## config.mk

```make
export PLATFORM = sky130hd
export DESIGN_NAME = xor_linear_basis_flat
export DESIGN_NICKNAME = d
export VERILOG_FILES = /design/src/rtl/xlb_pkg.sv /design/src/rtl/xlb_if.sv /design/src/rtl/xlb_ram.sv /design/src/rtl/xor_linear_basis.sv /design/src/flat_wrapper.sv
export SDC_FILE = /design/constraint.sdc
export NUM_CORES = 1
export LEC_CHECK = 0
export ABC_CLOCK_PERIOD_IN_PS = 4500
export BUFFER_PORTS_ARGS = -buffer_cell sky130_fd_sc_hd__buf_2
export CAP_MARGIN = 20
export CELL_PAD_IN_SITES_DETAIL_PLACEMENT = 1
export CELL_PAD_IN_SITES_GLOBAL_PLACEMENT = 2
export CORE_ASPECT_RATIO = 0.75
export CORE_MARGIN = 2
export CORE_UTILIZATION = 41
export CTS_CLUSTER_DIAMETER = 60
export DETAILED_ROUTE_END_ITERATION = 7
export PLACE_DENSITY = 0.77
export SKIP_LAST_GASP = 1
export SLEW_MARGIN = 20
export SYNTH_ARGS = -nofsm -noshare
export SYNTH_HDL_FRONTEND = slang
export SYNTH_SLANG_ARGS = --single-unit
export TNS_END_PERCENT = 10
```

## constraint.sdc

```tcl
create_clock -name clk -period 4.5 [get_ports clk]
set_clock_uncertainty 0.15 [all_clocks]
set_input_delay 0.45 -clock clk [delete_from_list [all_inputs] [get_ports clk]]
set_output_delay 0.45 -clock clk [all_outputs]
set_load 0.05 [all_outputs]
```

## src/rtl/xlb_pkg.sv

```systemverilog
// package: command codes and widths shared by the xor linear basis block
`default_nettype none

package xlb_pkg;

  localparam int CMD_W = 2;

  localparam logic [CMD_W-1:0] CMD_INSERT = 2'd0;
  localparam logic [CMD_W-1:0] CMD_QUERY  = 2'd1;
  localparam logic [CMD_W-1:0] CMD_CLEAR  = 2'd2;

endpackage

`default_nettype wire

```

## src/rtl/xlb_if.sv

```systemverilog
// interfaces: command channel and result channel of the xor linear basis block
`default_nettype none

interface xlb_req_if import xlb_pkg::*; #(
  parameter int W = 21
);
  logic             valid;
  logic             ready;
  logic [CMD_W-1:0] command;
  logic [W-1:0]     value;

  modport source (output valid, output command, output value, input ready);
  modport sink   (input valid, input command, input value, output ready);
endinterface

interface xlb_rsp_if #(
  parameter int W = 21
);
  logic         valid;
  logic         ready;
  logic [W-1:0] max_xor;

  modport source (output valid, output max_xor, input ready);
  modport sink   (input valid, input max_xor, output ready);
endinterface

`default_nettype wire

```

## src/rtl/xlb_ram.sv

```systemverilog
// generic single-write, single-read ram with registered read data
`default_nettype none

module xlb_ram #(
  parameter int WIDTH = 21,
  parameter int DEPTH = 21,
  parameter int AW    = (DEPTH > 1) ? $clog2(DEPTH) : 1
) (
  input  wire logic             clk,
  input  wire logic             we,
  input  wire logic [AW-1:0]    waddr,
  input  wire logic [WIDTH-1:0] wdata,
  input  wire logic [AW-1:0]    raddr,
  output logic      [WIDTH-1:0] rdata
);

  logic [WIDTH-1:0] mem [DEPTH];

  always_ff @(posedge clk) begin
    if (we) begin
      mem[waddr] <= wdata;
    end
    rdata <= mem[raddr];
  end

endmodule

`default_nettype wire

```

## src/rtl/xor_linear_basis.sv

```systemverilog
// top level: gf(2) linear basis in a ram, with insert, max-xor query and clear
//
//   channel  dir  fields              transfer
//   req      in   command, value      req.valid && req.ready
//   rsp      out  max_xor             rsp.valid && rsp.ready
//
// insert and query walk the basis ram from the top slot down, one slot per cycle;
// an insert that lands in a high slot ends its walk there, before the lowest slot.
// clear and the unused command are handled in idle with no walk; clear drops per-slot valid flags.
// reset empties the basis at once (valid flags in flops) and idles the sequencer.
// a finished query result sits in the output register; the next command is taken
// while it waits, and a query walk only stalls at its end if that register is full.
`default_nettype none

module xor_linear_basis import xlb_pkg::*; #(
  parameter int VALUE_BITS = 21
) (
  input  wire logic  clk,
  input  wire logic  rst,
  xlb_req_if.sink    req,
  xlb_rsp_if.source  rsp
);

  localparam int IW = (VALUE_BITS > 1) ? $clog2(VALUE_BITS) : 1;
  localparam logic [IW-1:0] TOP = IW'(VALUE_BITS - 1);

  typedef enum logic [2:0] {
    S_IDLE = 3'b001,
    S_WALK = 3'b010,
    S_HOLD = 3'b100
  } state_t;

  state_t                state;
  logic [IW-1:0]         idx;
  logic                  op_query;
  logic [VALUE_BITS-1:0] acc;
  logic [VALUE_BITS-1:0] slot_valid;
  logic                  out_valid;
  logic [VALUE_BITS-1:0] out_data;

  logic                  accept;
  logic                  out_free;
  logic                  out_load;
  logic [IW-1:0]         rd_addr;
  logic [VALUE_BITS-1:0] rd_data;
  logic [VALUE_BITS-1:0] slot;
  logic                  wr_en;
  logic [VALUE_BITS-1:0] acc_next;
  logic                  walk_done;

  assign req.ready   = (state == S_IDLE);
  assign accept      = req.valid && req.ready;
  assign rsp.valid   = out_valid;
  assign rsp.max_xor = out_data;
  assign out_free    = !out_valid || rsp.ready;

  // a query result enters the output register at the end of its walk or out of hold
  assign out_load = ((state == S_WALK) && walk_done && op_query && out_free) ||
                    ((state == S_HOLD) && out_free);

  // prefetch the next lower slot while the current one is processed
  assign rd_addr = (state == S_WALK && idx != '0) ? idx - IW'(1) : TOP;

  xlb_ram #(
    .WIDTH (VALUE_BITS),
    .DEPTH (VALUE_BITS),
    .AW    (IW)
  ) u_basis (
    .clk   (clk),
    .we    (wr_en),
    .waddr (idx),
    .wdata (acc),
    .raddr (rd_addr),
    .rdata (rd_data)
  );

  assign slot = slot_valid[idx] ? rd_data : '0;

  always_comb begin
    wr_en     = 1'b0;
    acc_next  = acc;
    walk_done = (idx == '0);
    if (state == S_WALK) begin
      if (op_query) begin
        // slot idx has its top bit at idx, so xor only helps when that bit is clear
        if (!acc[idx]) begin
          acc_next = acc ^ slot;
        end
      end else if (acc[idx]) begin
        if (!slot_valid[idx]) begin
          wr_en     = 1'b1;
          walk_done = 1'b1;
        end else begin
          acc_next = acc ^ slot;
        end
      end
    end
  end

  always_ff @(posedge clk) begin
    if (rst) begin
      state      <= S_IDLE;
      slot_valid <= '0;
    end else begin
      case (state)
        S_IDLE: begin
          if (accept) begin
            if (req.command == CMD_INSERT || req.command == CMD_QUERY) begin
              state <= S_WALK;
            end else if (req.command == CMD_CLEAR) begin
              slot_valid <= '0;
            end
          end
        end
        S_WALK: begin
          if (wr_en) begin
            slot_valid[idx] <= 1'b1;
          end
          if (walk_done) begin
            if (!op_query || out_free) begin
              state <= S_IDLE;
            end else begin
              state <= S_HOLD;
            end
          end
        end
        S_HOLD: begin
          if (out_free) begin
            state <= S_IDLE;
          end
        end
        default: begin
          state <= S_IDLE;
        end
      endcase
    end
  end

  always_ff @(posedge clk) begin
    if (rst) begin
      out_valid <= 1'b0;
    end else if (out_load) begin
      out_valid <= 1'b1;
    end else if (rsp.valid && rsp.ready) begin
      out_valid <= 1'b0;
    end
  end

  // datapath registers, no reset needed
  always_ff @(posedge clk) begin
    if (accept) begin
      acc      <= VALUE_BITS'(req.value);
      op_query <= (req.command == CMD_QUERY);
      idx      <= TOP;
    end else if (state == S_WALK) begin
      acc <= acc_next;
      if (!walk_done) begin
        idx <= idx - IW'(1);
      end
      if (walk_done && op_query && out_free) begin
        out_data <= acc_next;
      end
    end else if (state == S_HOLD && out_free) begin
      out_data <= acc;
    end
  end

  // a stored vector always has its leading bit at its slot
  a_store_leading_bit: assert property (@(posedge clk) disable iff (rst)
    wr_en |-> acc[idx] && !slot_valid[idx])
    else $error("basis write without leading bit at slot");

  a_clear_empties: assert property (@(posedge clk) disable iff (rst)
    accept && req.command == CMD_CLEAR |=> slot_valid == '0)
    else $error("clear left a slot valid");

  a_hold_needs_full_out: assert property (@(posedge clk) disable iff (rst)
    state == S_HOLD |-> out_valid)
    else $error("result held while output register empty");

  a_walk_no_new_item: assert property (@(posedge clk) disable iff (rst)
    state == S_WALK && !walk_done |=> state == S_WALK)
    else $error("walk left before the last slot");

endmodule

`default_nettype wire
```

## src/flat_wrapper.sv

```systemverilog
// flat-port wrapper written by rule: the top's interface ports become plain ports
module xor_linear_basis_flat import xlb_pkg::*;
#(
  parameter int VALUE_BITS = 21
)
  (clk, rst, req_valid, req_command, req_value, req_ready, rsp_valid, rsp_max_xor, rsp_ready);
  xlb_req_if req_i ();
  xlb_rsp_if rsp_i ();
  input  wire logic clk;
  input  wire logic rst;
  input wire logic [$bits(req_i.valid)-1:0] req_valid;
  input wire logic [$bits(req_i.command)-1:0] req_command;
  input wire logic [$bits(req_i.value)-1:0] req_value;
  output wire logic [$bits(req_i.ready)-1:0] req_ready;
  output wire logic [$bits(rsp_i.valid)-1:0] rsp_valid;
  output wire logic [$bits(rsp_i.max_xor)-1:0] rsp_max_xor;
  input wire logic [$bits(rsp_i.ready)-1:0] rsp_ready;
  assign req_i.valid = req_valid;
  assign req_i.command = req_command;
  assign req_i.value = req_value;
  assign req_ready = req_i.ready;
  assign rsp_valid = rsp_i.valid;
  assign rsp_max_xor = rsp_i.max_xor;
  assign rsp_i.ready = rsp_ready;
  xor_linear_basis #(.VALUE_BITS(VALUE_BITS)) u_core (.clk(clk), .rst(rst), .req(req_i), .rsp(rsp_i));
endmodule
```

Word-level counts from Yosys, hierarchy flattened
Memories as Yosys holds them, arrays and structs flattened. A register that Yosys moved wholly into a read port is not among the register bits.
Index checks and enable logic that the tools add are counted.
- flip-flop bits (word level): 73
- memory bits (writable): 441
- output and inout bits: 23
- memories kept: 1
- memories (name ; depth ; bits a word ; read ports ; clocked after Yosys merged registers in ; wr ports ; line ; text):
    u_core.u_basis.mem ; 21 ; 21 ; 1 ; 1 ; 1 ; xlb_ram.sv:17 ; logic [WIDTH-1:0] mem [DEPTH];
- $add $sub $neg: 1
- order comparisons: 2
- equality and inequality tests: 13
- mux-type cells: 40
- bitwise gates (word level): 4
- reduce and logical (&&, ||, !) cells: 27
- operators with widths (operator ; number):
    two-way mux 21 bit ; 14
    one-hot mux 21 bit (2 select lines) ; 1
    OR 21 bit ; 1
    bitwise XOR 21 bit ; 1
    two-way mux 1 bit ; 15
    two-way mux 3 bit ; 5
    != test 2 bit, second input constant ; 6
    binary-select mux 1 bit (select 5 bit) ; 2
    logical AND 1 bit ; 10
    one-hot mux 3 bit (3 select lines) ; 1
    nonzero test 2 bit ; 4
    < comparator 5 x 6 -> 1 bit, second input constant ; 1
    demux 1 bit (select 5 bit) ; 1
    >= comparator 5 x 1 -> 1 bit, second input constant ; 1
    logical NOT 5 bit ; 1
    two-way mux 5 bit ; 1
    AND reduction 5 bit ; 1
    nonzero test 5 bit ; 1
    subtractor 5 x 1 -> 5 bit, second input constant ; 1
    logical OR 1 bit ; 4
    != test 2 x 1 -> 1 bit, second input constant ; 2
    AND reduction 4 bit ; 1
    equality test 3 x 1 -> 1 bit, second input constant ; 1
    equality test 3 x 2 -> 1 bit, second input constant ; 1
    other kinds (8) ; 10

Logic depth before layout (Yosys ltp)
Gate-level depths: netlist (run 1).
- depth after elaboration: 11
- gate-level depth with buffers: 15

Modules after synthesis
Synthesis (run 1) repeated with hierarchy kept, for this count alone.
- cells, all modules: 1424
- area total of the unflattened synthesis: 22216.3 um^2
- by module, submodules not included (module ; times used ; cells an instance ; area an instance (um^2)):
    xlb_ram ; 1 ; 954 ; 17650.7
    xor_linear_basis ; 1 ; 470 ; 4565.6

Least setup slack after synthesis (run 1)
OpenSTA, ideal clock, no wires.
- path type: flip-flop to flip-flop
- start: register u_core.idx[0]
- end: memory u_core.u_basis.mem[4][0] (enable)
- setup time: 0.425 ns
- arrival: 3.820 ns
- path slack: 0.105 ns
- cell stages (with the launch flop): 10
- path through: dfxtp_1 -> buf_6 -> mux4_2 -> a22o_1 -> a31o_1 -> a2111o_1 -> or2_1 -> buf_2 -> buf_2 -> nor3_1
- word-level cells in the longest chain between the ends: 8
- RTL lines (item ; line ; text):
    start, declared ; xor_linear_basis.sv:34 ; logic [IW-1:0] idx;
    start signal, assigned ; xor_linear_basis.sv:158 ; idx <= idx - IW'(1);
    binary-select mux 1 bit (select 5 bit) ; xor_linear_basis.sv:90 ; if (!slot_valid[idx]) begin
    two-way mux 1 bit (not written as such) ; xor_linear_basis.sv:90 ;
    two-way mux 1 bit ; xor_linear_basis.sv:90 ;
    two-way mux 1 bit ; xor_linear_basis.sv:89 ; end else if (acc[idx]) begin
    two-way mux 1 bit ; xor_linear_basis.sv:84 ; if (op_query) begin
    two-way mux 1 bit ; xor_linear_basis.sv:83 ; if (state == S_WALK) begin
    two-way mux 1 bit ; xlb_ram.sv:20 ; if (we) begin
    two-way mux 1 bit (not written as such) ; xlb_ram.sv:21 ; mem[waddr] <= wdata;
    end, declared ; xlb_ram.sv:17 ;
Parallel ways exist; a longest one is shown, timed or not. The select of a mux whose other input is x is not followed.

Worst setup path after layout (run 1)
- start: register u_core.idx[1]
- end: register u_core.u_basis.rdata[3] (read register of u_core.u_basis.mem)
- word-level cells in the longest chain between the ends: 3
- RTL lines (item ; line ; text):
    parallel branches: the longest is 2 deep, another holds subtractor 5 x 1 -> 5 bit ; -- ;
    two-way mux 5 bit (*) ; xor_linear_basis.sv:62 ; assign rd_addr = (state == S_WALK && idx != '0) ? idx - IW'(1) : TOP;
    end, declared ; xlb_ram.sv:14 ; output logic [WIDTH-1:0] rdata
Every way passes the cells marked *.
A chain may end at the register's enable or synchronous reset.

==> impl_metrics.json, run 1 <==
{
  "outcome": "finished, final reports clean",
  "clockBufferDepth": 3,
  "max_cap_violations": 0,
  "hold_viol_final": 0,
  "min_path_type": "input port to register",
  "post_cts_resized": 0,
  "vias": 14400,
  "final_util": 0.478,
  "cts_setup_buffers": 0,
  "cts-root-buf": "clkbuf_16",
  "stdcell_count": 2342,
  "io_buffers": 49,
  "ys.flop_type": "edfxtp_1",
  "first_iter_violations": 1797,
  "track_usage": 0.249,
  "slew_violations": 0,
  "start_kind": "register",
  "ir_drop_mv": 0.320,
  "io_pins": 50,
  "vias_per_cell": 6.13,
  "crit_type": "register to register",
  "numCtsBuffers": 51,
  "drt.antenna.violating_nets": 0,
  "drc": 0,
  "fmax_ghz": 0.233,
  "cts_tree": "built",
  "power_leakage_uw": 0.00824,
  "finalSetupTns_ps": 0,
  "post-route-min-period_ps": 4290,
  "max_slew_margin": 0.308,
  "first_global_vias": 14300,
  "yosysWarningCount": 0,
  "fin_nets": 1620,
  "crit_path_end_kind": "register",
  "rsz0062_at_grt": "false",
  "path_cells": "inv_1 -> ha_1 -> buf_4 -> nor4b_1 -> nand2_1 -> nand2_1 -> buf_4 -> a21oi_1 -> a2111o_1",
  "synth_enable_flop_cells": 484,
  "place_congestion": 0.891,
  "drive_above_1_share": 0.217,
  "clk_pin_slew_worst_paths_ps": 70,
  "cts_sinks": 535,
  "cp_slowest_cell": "dfxtp_1",
  "holdWs_ps": 65.7,
  "antenna_found_initial": 3,
  "cp_max_fo": 17,
  "routed_wl_um": 69300,
  "firstDrtPassIters": 5,
  "crit_required_ps": 4850,
  "ys_ff_latch": 535,
  "clk_latency_ps": 610,
  "tightest_slew_ps": 1040,
  "synth_area_um2": 22000,
  "grt_max_degree": 92,
  "yosys-top-cells-count": "484 x edfxtp_1, 138 x nand2_1, 70 x clkbuf_1",
  "grt_pass1_wl_um": 101000,
  "core.rowCount": 73,
  "synth.most_common_cell": "edfxtp_1",
  "syn_nets": 1530,
  "synth_top_area_share": 0.659,
  "powerDensity_nw_per_um2": 485,
  "ys_top_cells_by_area": "edfxtp_1 66%, dfxtp_1 4.6%, mux2_2 2.9%",
  "avgRoutedWirePerCell_um": 29.6,
  "ys_types": 66,
  "synth_top_cell_by_area": "edfxtp_1",
  "path_delay_family": "simple AND/OR/NAND/NOR gates",
  "async_flop_share": 0,
  "die_area_um2": 55700,
  "dp.cells": 2244,
  "die_w_um": 272,
  "worst-path-buf-inv": 3,
  "critical-path-max-stage-delay_ps": 810,
  "syn_inst": 1498,
  "coreArea_um2": 53100,
  "n_antenna_cell": 0,
  "setup_viol": 0,
  "initial_core_util": 0.416,
  "htreeDepth": 2,
  "crit_arrival_ps": 4640,
  "seq_area_frac_synth": 0.705,
  "finalCritPeriodShare": 0.954,
  "synth.avg_cell_area_um2": 14.7,
  "dp_hpwl_um": 43900,
  "area_delta_synth_final_pct": 15.2,
  "die_h_um": 205,
  "grt.overflow.total": 0
}
==> layout by cell type, fill, tap and decap left out, types with 18 or more instances in the layout <==
cell type / n
edfxtp_1: 484
clkbuf_16: 51
nor3_1: 21
inv_1: 24
o211ai_1: 23
o22ai_1: 26
mux2_2: 56
nand2_1: 137
nor2_1: 47
o221ai_1: 18
a311oi_1: 20
xor2_1: 22
buf_4: 91
o41ai_2: 18
dfxtp_1: 50
o21ai_0: 46
nor4_1: 22
a31oi_1: 41
buf_2: 49
o31ai_1: 22
mux2i_1: 59
nand3_1: 23
nor3_2: 21
a211oi_1: 27
or4_1: 21
a21oi_1: 30
==> kinds of logic after synthesis <==
group,synth area share
DFF,0.705
AOI/OAI and AO/OA,0.116
and+or+nand+nor,0.0734
buffers and inverters,0.0279
muxes,0.0646
xor gates and xnor gates,0.00993
adders and majority gates,0.00284
==> layer usage <==
layer	global-route usage	routed length [um]	share of wire
met5	0	0	0
met3	0.0429	5920	0.085
met2	0.372	30800	0.44
met4	0.0655	1620	0.023
met1	0.376	31000	0.45
==> layout make-up <==
cell class / instances / area (um2)
multi-input combinational: 822 / 6080
fill: 5232 / 27700
inverter: 29 / 109
clock buffer: 66 / 1390
timing repair buffer: 149 / 1080
tap: 712 / 891
sequential: 535 / 15600
clock inverter: 29 / 282
==> timing repair <==
item                                   CTS  global route
endpoints found under the hold margin    2             0
hold buffers                             3             0
setup endpoints to repair                0             0
==> worst reg2reg max path, delay by kind of cell, from the launching register on <==
family	cells	cell delay [ps]
AOI/OAI and AO/OA	2	610
adders and majority gates	1	330
buffers and inverters	3	690
DFF	1	810
and+or+nand+nor	3	1610
==> final timing paths <==
| path | from | depth (start not counted) | slack, ps | end |
|---|---|---|---|---|
| hold reg to reg | u_core.slot_valid[20] | 2 | 310 | u_core.slot_valid[20] |
| hold / removal | req_value[15] | 3 | 70 | u_core.acc[15] |
| setup / recovery | u_core.idx[1] | 9 | 210 | u_core.u_basis.rdata[3] |
| setup reg to reg | u_core.idx[1] | 9 | 210 | u_core.u_basis.rdata[3] |
==> report_power, final <==
part	leakage [uW]	total, uW	internal (uW)	switching [uW]
clock network	0.000824	4350	2430	1920
registers	0.00477	5830	5740	87.6
logic	0.00264	2120	550	1570
==> per-stage QoR <==
| step | worst slack (ps) | area, um2 | total power (uW) |
|---|---|---|---|
| 5_1_grt | 59.9 | 25400 | 12700 |
| 6_report | 208 | 25400 | 12300 |
| 4_1_cts | 350 | 25400 | 12300 |
| 3_3_place_gp | 564 | 23700 | 7960 |
| 3_5_place_dp | 366 | 23700 | 8020 |
| 2_1_floorplan | 105 | 22000 | 7060 |
==> registers in the layout, indices dropped and copies added, names as in the netlist <==
signal,cells
u_core.state,3
u_core.slot_valid,21
u_core.u_basis.mem,441
u_core.op_query,1
u_core.rsp.max_xor,21
u_core.idx,5
u_core.rsp.valid,1
u_core.u_basis.rdata,21
u_core.acc,21
Power figures use the tool's default switching activity.
==> run 2, diff against run 1 <==
--- a/config.mk
+++ b/config.mk
@@ -15,7 +15,7 @@
 export CORE_UTILIZATION = 41
 export CTS_CLUSTER_DIAMETER = 60
 export DETAILED_ROUTE_END_ITERATION = 7
-export PLACE_DENSITY = 0.77
+export PLACE_DENSITY_LB_ADDON = 0.1
 export SKIP_LAST_GASP = 1
 export SLEW_MARGIN = 20
 export SYNTH_ARGS = -nofsm -noshare
==> impl_metrics.json, run 2 (same netlist as run 1, synthesis figures left out) <==
{
  "hold_viol_final": 0,
  "routed_wl_um": 67400,
  "clockBufferDepth": 3,
  "firstDrtPassIters": 5,
  "min_path_type": "input port to register",
  "powerDensity_nw_per_um2": 488,
  "n_antenna_cell": 0,
  "outcome": "finished, final reports clean",
  "hold_depth": 2,
  "drc": 0,
  "r2r_start": "u_core.idx[1]",
  "die_area_um2": 55700,
  "layout_common_cells": "484 x edfxtp_1, 137 x nand2_1, 97 x buf_4, 59 x mux2i_1, 56 x mux2_2",
  "largest_register": "u_core.u_basis.mem",
  "fin_nets": 1629,
  "vias_per_cell": 5.86,
  "critical-path-max-stage-delay_ps": 810,
  "max_slew_margin": 0.279,
  "cts_setup_buffers": 0,
  "post-route-min-period_ps": 4150,
  "hold_end": "u_core.op_query",
  "initial_core_util": 0.416,
  "rsz0062_at_grt": "false",
  "tightest_slew_ps": 1080,
  "avgRoutedWirePerCell_um": 28.6,
  "cp_max_fo": 31,
  "clk_latency_ps": 620,
  "vias": 13800,
  "io_pins": 50,
  "grt.overflow.total": 0,
  "first_iter_violations": 1362,
  "cts_tree": "built",
  "htreeDepth": 2,
  "coreArea_um2": 53100,
  "path_cells": "buf_4 -> mux2i_1 -> o22ai_1 -> o31a_1 -> a2111o_1 -> or2_2 -> nor3_2 -> buf_12",
  "grt_max_degree": 66,
  "track_usage": 0.244,
  "finalCritPeriodShare": 0.923,
  "setup_viol": 0,
  "cts_hold_repair.buffers": 2,
  "antenna_found_initial": 0,
  "first_global_vias": 14100,
  "core.rowCount": 73,
  "max_cap_violations": 0,
  "cp_slowest_cell": "dfxtp_1",
  "final_common_cell": "edfxtp_1",
  "cts-root-buf": "clkbuf_16",
  "clk_pin_slew_worst_paths_ps": 70,
  "power_leakage_uw": 0.00832,
  "drt.antenna.violating_nets": 0,
  "cts_sinks": 535,
  "start_kind": "register",
  "drive_above_1_share": 0.220,
  "p_total_uw": 12500,
  "crit_start": "u_core.idx[1]",
  "rrSetupSlack_ps": 350,
  "place_congestion": 0.847,
  "largest_reg_flops": 441,
  "fmax_ghz": 0.241,
  "crit_required_ps": 4670,
  "dp_hpwl_um": 43700,
  "min-delay-start": "req_command[0]",
  "reg2regPathDepth": 8,
  "die_h_um": 205,
  "die_w_um": 272,
  "area_delta_synth_final_pct": 16.0,
  "numCtsBuffers": 54,
  "r2r_end": "u_core.u_basis.mem[4][20]",
  "ir_drop_mv": 0.310,
  "crit_path_end_kind": "register",
  "crit_type": "register to register",
  "grt_pass1_wl_um": 98300,
  "post_cts_resized": 0,
  "crit_arrival_ps": 4320,
  "io_buffers": 49,
  "slew_violations": 0,
  "finalSetupTns_ps": 0
}
## run 2: changes by cell type in the layout (fill, tap and decap cells not counted), sizes merged
cell and change:
inv +1, clkbuf +1, clkinvlp +1, buf +7, bufinv +3, dlygate4sd3 -1
## run 2: critical path, delay by kind of cell (launching register included)
| family | cells | cell delay, ps |
|---|---|---|
| buf+inv | 2 | 510 |
| compound gates | 3 | 930 |
| mux | 1 | 190 |
| simple gates | 2 | 1220 |
| flops | 1 | 810 |
## run 2: power by group
group	internal [uW]	leakage (uW)	total [uW]	switching [uW]
combinational	557	0.00268	2040	1480
sequential	5740	0.00477	5840	94.9
clock	2650	0.000875	4610	1960
total	8950	0.00832	12500	3540
## run 2: area by class of cell
type	count	area, um2
fillers	5182	27500
flip-flops and latches	535	15600
multi-input cells	822	6080
clock buffers	67	1410
repair buffers	155	1130
well taps	712	891
clock inverters	34	397
inverters	29	109
## run 2: worst max path at each step
stage                                            to  slack [ps]
after floorplan            u_core.u_basis.mem[4][0]         100
after global placement     u_core.u_basis.mem[5][1]         480
after detailed placement  u_core.u_basis.mem[5][17]         330
after CTS                 u_core.u_basis.mem[4][20]         340
after global routing       u_core.u_basis.mem[5][5]          70
final                     u_core.u_basis.mem[4][20]         350
## run 2: routing by layer
metal  share of wire  track usage  wire length (um)
met5               0            0                 0
met4           0.023       0.0644              1540
met3           0.064       0.0533              4300
met2            0.44        0.371             30000
met1            0.47        0.354             31600
## run 2: through the flow
| stage | utilization | instances | cell area (um2) | hold WS (ps) | worst slack, ps |
|---|---|---|---|---|---|
| after floorplan | - | 1498 | 22000 | 261 | 105 |
| after global placement | 0.448 | 2251 | 23800 | 290 | 478 |
| after detailed placement | 0.448 | 2251 | 23800 | 293 | 334 |
| after CTS | 0.482 | 2354 | 25600 | 13.0 | 337 |
| after global routing | 0.482 | 2354 | 25600 | 30.9 | 72.7 |
| final | 0.482 | 2354 | 25600 | 29.6 | 348 |
==> run 3, diff against run 2 <==
--- a/config.mk
+++ b/config.mk
@@ -15,6 +15,7 @@
 export CORE_UTILIZATION = 41
 export CTS_CLUSTER_DIAMETER = 60
 export DETAILED_ROUTE_END_ITERATION = 7
+export MAX_ROUTING_LAYER = met4
 export PLACE_DENSITY_LB_ADDON = 0.1
 export SKIP_LAST_GASP = 1
 export SLEW_MARGIN = 20
==> impl_metrics.json, run 3 (same netlist as run 1, synthesis figures left out) <==
{
  "p_comb_frac": 0.164,
  "switching_share": 0.283,
  "crit_type": "register to register",
  "min_path_type": "input port to register",
  "final_common_cell": "edfxtp_1",
  "max_cap_violations": 0,
  "tightest_slew_ps": 1060,
  "clockBufferDepth": 3,
  "power_leakage_uw": 0.00832,
  "core.rowCount": 73,
  "seq_power_share": 0.468,
  "first_iter_violations": 1377,
  "cts_setup_buffers": 0,
  "post_cts_resized": 0,
  "die_w_um": 272,
  "crit_path_end_kind": "register",
  "cts-root-buf": "clkbuf_16",
  "fillers": 5182,
  "coreArea_um2": 53100,
  "area_delta_synth_final_pct": 16.0,
  "ir_drop_mv": 0.313,
  "vias_per_cell": 5.84,
  "max_slew_margin": 0.296,
  "powerDensity_nw_per_um2": 488,
  "holdWs_ps": 35.7,
  "routed_wl_um": 67300,
  "cp_slowest_cell": "dfxtp_1",
  "finalSetupTns_ps": 0,
  "first_global_vias": 14100,
  "io_pins": 50,
  "reg2regPathDepth": 8,
  "largest_reg_flops": 441,
  "slew_violations": 0,
  "hold_viol_final": 0,
  "firstDrtPassIters": 5,
  "fin_nets": 1629,
  "power.share.clock": 0.369,
  "power_switching_uw": 3530,
  "die_h_um": 205,
  "die_area_um2": 55700,
  "clk_latency_ps": 620,
  "cp_max_fo": 31,
  "antenna_found_initial": 1,
  "use_met2": 0.371,
  "path_cells": "buf_4 -> mux2i_1 -> o22ai_1 -> o31a_1 -> a2111o_1 -> or2_2 -> nor3_2 -> buf_12",
  "post-route-min-period_ps": 4160,
  "numCtsBuffers": 54,
  "cts_tree": "built",
  "io_buffers": 49,
  "grt_util_met1": 0.355,
  "dp_hpwl_um": 43700,
  "finalCritPeriodShare": 0.925,
  "track_usage": 0.251,
  "outcome": "finished, final reports clean",
  "hold_end": "u_core.op_query",
  "layout_common_cells": "484 x edfxtp_1, 137 x nand2_1, 97 x buf_4, 59 x mux2i_1, 56 x mux2_2",
  "critical-path-max-stage-delay_ps": 810,
  "vias": 13700,
  "r2r_start": "u_core.idx[1]",
  "min-delay-start": "req_command[0]",
  "intPower_uw": 8950,
  "cts_hold_repair.buffers": 2,
  "initial_core_util": 0.416,
  "avgRoutedWirePerCell_um": 28.6,
  "htreeDepth": 2,
  "use_met3": 0.0524,
  "place_congestion": 0.860,
  "crit_start": "u_core.idx[1]",
  "rrSetupSlack_ps": 340,
  "fmax_ghz": 0.240,
  "cts_sinks": 535,
  "grt.overflow.total": 0,
  "crit_arrival_ps": 4320,
  "largest_register": "u_core.u_basis.mem",
  "setup_viol": 0,
  "start_kind": "register",
  "r2r_end": "u_core.u_basis.mem[5][5]",
  "clk_pin_slew_worst_paths_ps": 70,
  "grt_max_degree": 66,
  "hold_depth": 2,
  "crit_required_ps": 4660,
  "grt_pass1_wl_um": 98300,
  "drt.antenna.violating_nets": 0,
  "drc": 0,
  "drive_above_1_share": 0.220,
  "final_util": 0.482,
  "top_usage_layer": "met2",
  "rsz0062_at_grt": "false"
}
run 3: cell type report:
type,count,area [um2],share of cell area
clock buffers,67,1410,0.0551
flip-flops and latches,535,15600,0.608
well taps,712,891,0.0348
clock inverters,34,397,0.0155
repair buffers,155,1130,0.0443
diodes,1,2.50,0.0000978
multi-input cells,822,6080,0.238
inverters,29,109,0.00425
run 3: worst max path at each step:
stage,to,slack (ps),cells after the start
final,u_core.u_basis.mem[5][5],340,8
after global routing,u_core.u_basis.mem[5][5],60,8
after CTS,u_core.u_basis.mem[4][20],340,8
after detailed placement,u_core.u_basis.mem[5][17],330,8
after global placement,u_core.u_basis.mem[5][1],480,8
after floorplan,u_core.u_basis.mem[4][0],100,9
run 3: power groups by stage:
| stage | combinational (uW) | sequential, uW | clock [uW] |
|---|---|---|---|
| 5_1_grt | 2200 | 5850 | 4870 |
| 3_3_place_gp | 2000 | 5940 | 0 |
| 6_report | 2040 | 5840 | 4600 |
| 2_1_floorplan | 1040 | 6020 | 0 |
| 3_5_place_dp | 2040 | 5940 | 0 |
| 4_1_cts | 2050 | 5840 | 4690 |
run 3: layer usage:
layer  routed length [um]  share of wire  vias up
li1                     -              -     6151
met1                31400           0.47     7116
met2                29900           0.44      401
met3                 4540          0.067       77
met4                 1480          0.022        0
met5                    0              0        -
run 3: critical path, delay by kind of cell (launching register included):
| kind | cells | cell delay, ps |
|---|---|---|
| and+or+nand+nor | 2 | 1230 |
| AOI/OAI and AO/OA | 3 | 940 |
| DFF | 1 | 810 |
| buffers and inverters | 2 | 510 |
| muxes | 1 | 180 |
run 3: stage by stage:
| step | worst slack [ps] | instances | instance area, um2 | power [uW] |
|---|---|---|---|---|
| after global placement | 478 | 2251 | 23800 | 7950 |
| after CTS | 337 | 2354 | 25600 | 12600 |
| after global routing | 59.7 | 2354 | 25600 | 12900 |
| after floorplan | 105 | 1498 | 22000 | 7060 |
| after detailed placement | 334 | 2251 | 23800 | 7980 |
| final | 337 | 2355 | 25600 | 12500 |
